`config.mk`:
```
export PLATFORM = sky130hd
export DESIGN_NAME = pixel_saturation_map_flat
export DESIGN_NICKNAME = d
export VERILOG_FILES = /design/src/rtl/psm_pkg.sv /design/src/rtl/psm_pix_if.sv /design/src/rtl/psm_sat_if.sv /design/src/rtl/psm_front.sv /design/src/rtl/psm_queue.sv /design/src/rtl/psm_back.sv /design/src/rtl/pixel_saturation_map.sv /design/src/flat_wrapper.sv
export SDC_FILE = /design/constraint.sdc
export NUM_CORES = 2
export LEC_CHECK = 0
export BUFFER_PORTS_ARGS = -buffer_cell sky130_fd_sc_hd__buf_2
export CAP_MARGIN = 15
export CORE_UTILIZATION = 50
export DETAILED_ROUTE_END_ITERATION = 12
export PLACE_DENSITY = 0.65
export RECOVER_POWER = 25
export SYNTH_ARGS = -nofsm -noshare
export SYNTH_HDL_FRONTEND = slang
export SYNTH_SLANG_ARGS = --single-unit
```
`constraint.sdc`:
```
create_clock -name clk -period 20.3 [get_ports clk]
set_input_delay 2.03 -clock clk [delete_from_list [all_inputs] [get_ports clk]]
set_output_delay 2.03 -clock clk [all_outputs]
set_load 0.005 [all_outputs]
```
`src/rtl/psm_pkg.sv`:
```
`default_nettype none
package psm_pkg;

  // Divide-by-3 reciprocal: floor(x * RECIP3 >> DIV3_SHIFT) == x / 3 for x < 2^17
  localparam int unsigned DIV3_SHIFT = 18;
  localparam logic [16:0] RECIP3     = 17'd87382;

  // Number of result bits, one per square-root stage
  localparam int unsigned ROOT_W  = 16;
  localparam int unsigned QUEUE_D = 4;

  // Remainder codes of the spread modulo 3
  localparam logic [1:0] REM_ZERO = 2'd0;
  localparam logic [1:0] REM_ONE  = 2'd1;
  localparam logic [1:0] REM_TWO  = 2'd2;

  // One square-root stage: remaining radicand bits, partial remainder, partial root
  typedef struct packed {
    logic [31:0] rad;
    logic [17:0] rem;
    logic [15:0] root;
  } sq_t;

  // floor(r * 65536 / 3) for r = spread mod 3
  function automatic logic [15:0] third_frac(logic [1:0] r);
    logic [15:0] f;
    unique case (r)
      REM_ZERO: f = 16'd0;
      REM_ONE:  f = 16'd21845;
      REM_TWO:  f = 16'd43690;
      default:  f = 16'd0;
    endcase
    return f;
  endfunction

  // One restoring square-root step: bring down two radicand bits, try the next root bit
  function automatic sq_t sq_step(sq_t s);
    logic [19:0] cur;
    logic [19:0] trial;
    sq_t         o;
    cur   = {s.rem, s.rad[31:30]};
    trial = {2'b00, s.root, 2'b01};
    o.rad = {s.rad[29:0], 2'b00};
    if (cur >= trial) begin
      o.rem  = 18'(cur - trial);
      o.root = {s.root[14:0], 1'b1};
    end else begin
      o.rem  = cur[17:0];
      o.root = {s.root[14:0], 1'b0};
    end
    return o;
  endfunction

endpackage
`default_nettype wire

```
`src/rtl/psm_pix_if.sv`:
```
`default_nettype none
interface psm_pix_if;
  logic       valid;
  logic       ready;
  logic [7:0] chan_first;
  logic [7:0] chan_second;
  logic [7:0] chan_third;

  modport source (output valid, output chan_first, output chan_second,
                  output chan_third, input ready);
  modport sink   (input valid, input chan_first, input chan_second,
                  input chan_third, output ready);
endinterface
`default_nettype wire

```
`src/rtl/psm_sat_if.sv`:
```
`default_nettype none
interface psm_sat_if;
  logic        valid;
  logic        ready;
  logic [15:0] saturation;

  modport source (output valid, output saturation, input ready);
  modport sink   (input valid, input saturation, output ready);
endinterface
`default_nettype wire

```
`src/rtl/psm_front.sv`:
```
`default_nettype none
// Front end: channel spread and the fixed-point radicand, three stages
module psm_front (
  input  wire         clk,
  input  wire         rst,
  psm_pix_if.sink     pixel,
  input  wire         q_full,
  output logic        push,
  output logic [31:0] radicand
);
  import psm_pkg::*;

  logic        v1, v2, v3;
  logic        advance;
  logic [15:0] sq_ab, sq_bc, sq_ca;
  logic [16:0] spread2;
  logic [16:0] spread3;
  logic [33:0] prod3;

  logic [8:0]  d_ab, d_bc, d_ca;
  logic [7:0]  m_ab, m_bc, m_ca;
  logic [17:0] sum_sq;
  logic [15:0] quot;
  logic [17:0] three_q;
  logic [17:0] rem_full;

  // Whole front moves together unless the last stage is blocked by a full queue
  assign advance     = !(v3 && q_full);
  assign pixel.ready = advance;
  assign push        = v3 && !q_full;

  // Pairwise channel differences; 3Q - S^2 equals the sum of their squares
  always_comb begin
    d_ab = {1'b0, pixel.chan_first}  - {1'b0, pixel.chan_second};
    d_bc = {1'b0, pixel.chan_second} - {1'b0, pixel.chan_third};
    d_ca = {1'b0, pixel.chan_third}  - {1'b0, pixel.chan_first};
    m_ab = d_ab[8] ? 8'(-d_ab) : d_ab[7:0];
    m_bc = d_bc[8] ? 8'(-d_bc) : d_bc[7:0];
    m_ca = d_ca[8] ? 8'(-d_ca) : d_ca[7:0];
    sum_sq = {2'b00, sq_ab} + {2'b00, sq_bc} + {2'b00, sq_ca};
  end

  // Valid bits
  always_ff @(posedge clk) begin
    if (rst) begin
      v1 <= 1'b0;
      v2 <= 1'b0;
      v3 <= 1'b0;
    end else if (advance) begin
      v1 <= pixel.valid;
      v2 <= v1;
      v3 <= v2;
    end
  end

  // Datapath: squares, sum, reciprocal multiply
  always_ff @(posedge clk) begin
    if (advance) begin
      sq_ab   <= m_ab * m_ab;
      sq_bc   <= m_bc * m_bc;
      sq_ca   <= m_ca * m_ca;
      spread2 <= sum_sq[16:0];
      spread3 <= spread2;
      prod3   <= spread2 * RECIP3;
    end
  end

  // spread*65536/3 = (spread/3)*65536 + floor((spread mod 3)*65536/3)
  always_comb begin
    quot     = prod3[DIV3_SHIFT +: 16];
    three_q  = {1'b0, quot, 1'b0} + {2'b00, quot};
    rem_full = {1'b0, spread3} - three_q;
    radicand = {quot, third_frac(rem_full[1:0])};
  end
endmodule
`default_nettype wire

```
`src/rtl/psm_queue.sv`:
```
`default_nettype none
// Short FIFO between front and back
module psm_queue (
  input  wire         clk,
  input  wire         rst,
  input  wire         push,
  input  wire  [31:0] wr_data,
  output logic        full,
  input  wire         pop,
  output logic        not_empty,
  output logic [31:0] rd_data
);
  import psm_pkg::*;

  localparam int unsigned PTR_W = $clog2(QUEUE_D);

  logic [31:0]      entries [QUEUE_D];
  logic [PTR_W-1:0] wr_ptr, rd_ptr;
  logic [PTR_W:0]   count;

  assign full      = (count == (PTR_W+1)'(QUEUE_D));
  assign not_empty = (count != '0);
  assign rd_data   = entries[rd_ptr];

  // Pointers and fill level
  always_ff @(posedge clk) begin
    if (rst) begin
      wr_ptr <= '0;
      rd_ptr <= '0;
      count  <= '0;
    end else begin
      if (push) wr_ptr <= wr_ptr + 1'b1;
      if (pop)  rd_ptr <= rd_ptr + 1'b1;
      if (push && !pop)      count <= count + 1'b1;
      else if (pop && !push) count <= count - 1'b1;
    end
  end

  // Storage
  always_ff @(posedge clk) begin
    if (push) entries[wr_ptr] <= wr_data;
  end
endmodule
`default_nettype wire

```
`src/rtl/psm_back.sv`:
```
`default_nettype none
// Back end: 16-stage pipelined square root, one root bit per stage
module psm_back (
  input  wire        clk,
  input  wire        rst,
  input  wire        q_valid,
  input  wire [31:0] q_data,
  output logic       pop,
  psm_sat_if.source  result
);
  import psm_pkg::*;

  sq_t  stage [ROOT_W];
  logic valid [ROOT_W];
  logic advance;
  sq_t  seed;

  // Last stage is the output register; everything moves when it can be refilled
  assign advance          = !valid[ROOT_W-1] || result.ready;
  assign pop              = advance && q_valid;
  assign result.valid     = valid[ROOT_W-1];
  assign result.saturation = stage[ROOT_W-1].root;

  always_comb begin
    seed.rad  = q_data;
    seed.rem  = '0;
    seed.root = '0;
  end

  // Valid bits
  always_ff @(posedge clk) begin
    if (rst) begin
      for (int i = 0; i < ROOT_W; i++) valid[i] <= 1'b0;
    end else if (advance) begin
      valid[0] <= q_valid;
      for (int i = 1; i < ROOT_W; i++) valid[i] <= valid[i-1];
    end
  end

  // Root stages
  always_ff @(posedge clk) begin
    if (advance) begin
      stage[0] <= sq_step(seed);
      for (int i = 1; i < ROOT_W; i++) stage[i] <= sq_step(stage[i-1]);
    end
  end
endmodule
`default_nettype wire

```
`src/rtl/pixel_saturation_map.sv`:
```
// Pixel saturation: per pixel, sqrt((3Q - S^2) / 3) with 8 fractional
// bits, where S is the channel sum and Q the sum of squared channels.
//
// Channels: "pixel" takes one three-channel item (8-bit unsigned channels) on
// valid && ready; "result" gives one 16-bit saturation item per pixel, in order,
// on valid && ready.
//
// Throughput: one item per cycle, sustained, as long as the receiver takes
// results. From pixel accept to result valid, an item passes three front
// stages (squares, sum, divide by three), the queue, and sixteen square-root
// stages, one result bit each, the last being the output register.
//
// Reset (synchronous, rst high) empties the pipelines and the four-entry queue;
// no item is in flight afterwards. When the receiver stalls, the root pipeline
// holds, the queue fills, and only then does the front drop pixel.ready.
`default_nettype none
module pixel_saturation_map (
  input  wire       clk,
  input  wire       rst,
  psm_pix_if.sink   pixel,
  psm_sat_if.source result
);
  import psm_pkg::*;

  logic        push;
  logic [31:0] radicand;
  logic        q_full;
  logic        q_valid;
  logic        pop;
  logic [31:0] q_data;

  psm_front u_front (
    .clk      (clk),
    .rst      (rst),
    .pixel    (pixel),
    .q_full   (q_full),
    .push     (push),
    .radicand (radicand)
  );

  psm_queue u_queue (
    .clk       (clk),
    .rst       (rst),
    .push      (push),
    .wr_data   (radicand),
    .full      (q_full),
    .pop       (pop),
    .not_empty (q_valid),
    .rd_data   (q_data)
  );

  psm_back u_back (
    .clk     (clk),
    .rst     (rst),
    .q_valid (q_valid),
    .q_data  (q_data),
    .pop     (pop),
    .result  (result)
  );
endmodule
`default_nettype wire
```
`src/flat_wrapper.sv`:
```
// flat-port wrapper written by rule: the top's interface ports become plain ports
module pixel_saturation_map_flat import psm_pkg::*;
  (clk, rst, pixel_valid, pixel_chan_first, pixel_chan_second, pixel_chan_third, pixel_ready, result_valid, result_saturation, result_ready);
  psm_pix_if pixel_i ();
  psm_sat_if result_i ();
  input  wire clk;
  input  wire rst;
  input wire logic [$bits(pixel_i.valid)-1:0] pixel_valid;
  input wire logic [$bits(pixel_i.chan_first)-1:0] pixel_chan_first;
  input wire logic [$bits(pixel_i.chan_second)-1:0] pixel_chan_second;
  input wire logic [$bits(pixel_i.chan_third)-1:0] pixel_chan_third;
  output wire logic [$bits(pixel_i.ready)-1:0] pixel_ready;
  output wire logic [$bits(result_i.valid)-1:0] result_valid;
  output wire logic [$bits(result_i.saturation)-1:0] result_saturation;
  input wire logic [$bits(result_i.ready)-1:0] result_ready;
  assign pixel_i.valid = pixel_valid;
  assign pixel_i.chan_first = pixel_chan_first;
  assign pixel_i.chan_second = pixel_chan_second;
  assign pixel_i.chan_third = pixel_chan_third;
  assign pixel_ready = pixel_i.ready;
  assign result_valid = result_i.valid;
  assign result_saturation = result_i.saturation;
  assign result_i.ready = result_ready;
  pixel_saturation_map u_core (.clk(clk), .rst(rst), .pixel(pixel_i), .result(result_i));
endmodule
```
==> results.md <==
* CP dominant cell by count: fa_1
* Clock-pin slew on the worst setup and hold paths at 0.06 ns
* First-pass GRT wire length at 124,200 um
* I/O pins at 46
* Post-Synth XOR/XNOR Area at 6.379%
* Crit Path Max Fanout at 9
* Post-Layout Cell Count at 4,762
* Slowest CP cell: xor2_1
* Die X at 290.3 um
* Asr flop ratio synth at 0%
* Post-synthesis compound-gate area fraction at 8.297%
* Minimum clock period at 8.126 ns
* Worst Max-Slew Pin Slew at 3.949 ns
* CTS Buf Count at 72
* Grt ovf at 0
* Largest family of logic cells by synthesized area: adder cells
* Critical Path AT at 8.49 ns
* Ys Warns at 0
* Highest Clock Rate at 0.1231 GHz
* Post-DP HPWL at 55,820 um
* First-pass DRT Iterations at 5
* Synth area leader: edfxtp_1
* # rows at 105
* MaxCap Viol Count at 1
* Detail-routed via count per cell at 5.225
* Drc violations at 0
* Post-synthesis mux area share at 1.662%
* Crit path largest cell delay at 0.56 ns
* Met1 Track Usage GR at 26.22%
* Antenna diode count at 0
* Worst Hold Class: reg -> reg
* # hold bufs at CTS at 0
* Critical path class: in -> reg
* Clock skew at 0.02262 ns
* Post-synth EDFFs at 640
* Root Driver: clkbuf_16
* Worst Reg-to-Reg Cells at 18
* Port Buffers at 45
* Final setup fails at 0
* Top cells by area, synth: edfxtp_1 (46%), ha_1 (13%), fa_1 (8.8%), inv_1 (4.7%), xnor2_1 (3.7%)
* Total track usage at 18.06%
* Worst-skew pair later-pin latency at 0.62 ns
* H-tree levels at 3
* Crit start category: input port
* Synth Area in Simple Gates at 10.02%
* Avg Inst Size Synth at 11.68 um^2
* Core box area at 0.08211 mm^2
* Hold Path Stages at 0
* Synth Register Bits at 652
* Die H at 290.3 um
* Post-CTS setup buffer count at 0
* Wirelength per Cell at 15.59 um
* Post-synthesis sequential area ratio at 46.82%
* Run status: finished, violations left
* CTS Sinks at 652
* Failing checks: max-capacitance violations, max-slew violations
* Area of the multi-input gates at 0.01988 mm^2
* Gpl congestion at 0.8622
* Initial antenna violation count at 0
* Syn Inst Count at 3,557
* DIE AREA at 0.08428 mm^2
* Final WS setup at 12.17 ns
* Vias in the first global route at 24,700
* Post-Syn Area at 0.04156 mm^2
* Layout Nets at 4,263
* Tcrit/Tclk final at 40.03%
* Required time of the critical path at 20.66 ns
* Crit. End Element: flip-flop
* Synth Flop Type: edfxtp_1
* 1st-iter DRT viols at 1,435
* Routed Antenna Nets at 0
* Max-slew violation count at 72
* Largest net degree at the start of global routing at 171
* Post-CTS resize count at 0
* Synth Area in Adders at 21.38%
* Synth unique cells at 92
* Register Area at 0.01946 mm^2
* M3 GR Usage at 2.593%
* Place WS at 11.56 ns
* Vias at 24,880
* P&R area growth vs syn at 9.011%
* Fillers at 6,897
* Layout cells sized above 1 at 6.880%
* Final hold violation count at 0
* CTS tree: built
* RSZ-0062 raised after global routing: no
* Slew HR at -163.3%
* Initial Utilization at 50.62%
* Post-Place Cells at 4,630
* Global routing's busiest layer: met2
* Area share of the largest cell type after synthesis at 46.24%
* Met2 Use GR at 28.48%
* CTS Buffer Depth at 3
* Routed Wire Length at 74,220 um
* Setup TNS at 0 ns
[stage by stage]
| step | instance area (um^2) | hold slack (ns) | utilization, % |
|---|---|---|---|
| 6_report | 45310 | 0.4119 | 55.18 |
| 5_1_grt | 45310 | 0.4197 | 55.18 |
| 4_1_cts | 45320 | 0.4140 | 55.20 |
| 3_5_place_dp | 42960 | 0.4045 | 52.32 |
| 3_3_place_gp | 42960 | 0.4005 | 52.32 |
| 2_1_floorplan | 41570 | 0.4003 | - |
[cell usage after synthesis, drive strengths merged, types with 9 or more instances]
| cell | number |
|---|---|
| o21bai | 17 |
| mux2 | 17 |
| ha | 419 |
| buf | 32 |
| a21boi | 13 |
| o31ai | 15 |
| a31oi | 11 |
| nor2b | 40 |
| edfxtp | 640 |
| or4 | 11 |
| nor3 | 85 |
| nand2 | 144 |
| nor4 | 26 |
| nand4 | 28 |
| dfxtp | 12 |
| nand3 | 50 |
| clkbuf | 22 |
| xnor2 | 178 |
| nand3b | 13 |
| or2 | 32 |
| nand2b | 47 |
| o21ai | 124 |
| and2 | 25 |
| nor2 | 285 |
| a21o | 50 |
| or3 | 19 |
| a211oi | 13 |
| a21oi | 187 |
| xor2 | 120 |
| fa | 182 |
| mux2i | 9 |
| inv | 521 |
| mux4 | 18 |
| o21a | 55 |
[cell usage in the layout (no fill, tap or decap), drive strengths merged, types with 9 or more instances in the layout]
| cell type | Yosys | routed |
|---|---|---|
| xnor2 | 178 | 178 |
| buf | 32 | 53 |
| nor3 | 85 | 85 |
| or2 | 32 | 32 |
| nand3 | 50 | 50 |
| nor2b | 40 | 40 |
| o21bai | 17 | 17 |
| dfxtp | 12 | 12 |
| o31ai | 15 | 15 |
| clkbuf | 22 | 97 |
| xor2 | 120 | 120 |
| nor4 | 26 | 26 |
| nand2 | 144 | 144 |
| edfxtp | 640 | 640 |
| mux2 | 17 | 17 |
| or3 | 19 | 19 |
| ha | 419 | 419 |
| inv | 521 | 523 |
| a31oi | 11 | 11 |
| a21oi | 187 | 187 |
| a211oi | 13 | 13 |
| and2 | 25 | 25 |
| a21boi | 13 | 13 |
| or4 | 11 | 11 |
| o21ai | 124 | 124 |
| nand4 | 28 | 28 |
| mux2i | 9 | 9 |
| nor2 | 285 | 285 |
| o21a | 55 | 55 |
| fa | 182 | 182 |
| a21o | 50 | 50 |
| nand2b | 47 | 47 |
| nand3b | 13 | 13 |
| clkinv | 1 | 24 |
| mux4 | 18 | 18 |
[flip-flops by register name, indices dropped and copies added (netlist names), 3 cells and up, named ones only]
name                    count
u_core.u_queue.entries     72
u_core.u_front.sq_ca       15
u_core.u_front.sq_bc       15
u_core.u_queue.count        3
u_core.u_back.stage       472
u_core.u_front.sq_ab       15
u_core.u_back.valid        16
u_core.u_front.spread2     17
u_core.u_front.prod3       16
[layer usage]
metal  vias up  wire length (um)
met2       330             33850
met1     11900             36380
met3        93              2558
met5         -                 0
met4         0              1435
li1      12560                 -
[layout make-up]
class                   instances  share of cell area, %
clock inverters                37                 0.9390
inverters                     522                  4.325
clock buffers                  95                  4.281
well taps                    1070                  2.955
repair buffers                 55                 0.6794
multi-input cells            2331                  43.87
flip-flops and latches        652                  42.95
[path summary, 6_finish.rpt]
kind	slack (ns)	from	to
max reg2reg	14.14	u_core.u_front.spread2[1]	u_core.u_front.prod3[32]
min reg2reg	0.41	u_core.u_back.stage[0][115]	u_core.u_back.stage[0][181]
min	0.41	u_core.u_back.stage[0][115]	u_core.u_back.stage[0][181]
max	12.17	pixel_chan_second[0]	u_core.u_front.sq_bc[15]
[kinds of logic after synthesis]
| kind of cell | after synthesis |
|---|---|
| AO/OA/AOI/OAI | 542 |
| XOR/XNOR | 298 |
| adder cells (fa/ha/maj) | 601 |
| buffers and inverters | 576 |
| flip-flops | 652 |
| multiplexers | 44 |
| other | 1 |
| AND/OR/NAND/NOR | 843 |
[worst max-delay path: cells and delay by family]
family | cells | cell delay [ns]
xor+xnor | 3 | 0.88
compound gates | 5 | 1.27
simple gates | 6 | 1.03
buf+inv | 5 | 0.29
fa+ha+maj | 7 | 2.99
Power is not shown: default switching activity piles up to over one toggle a cycle in this logic, so the estimate is an artifact.
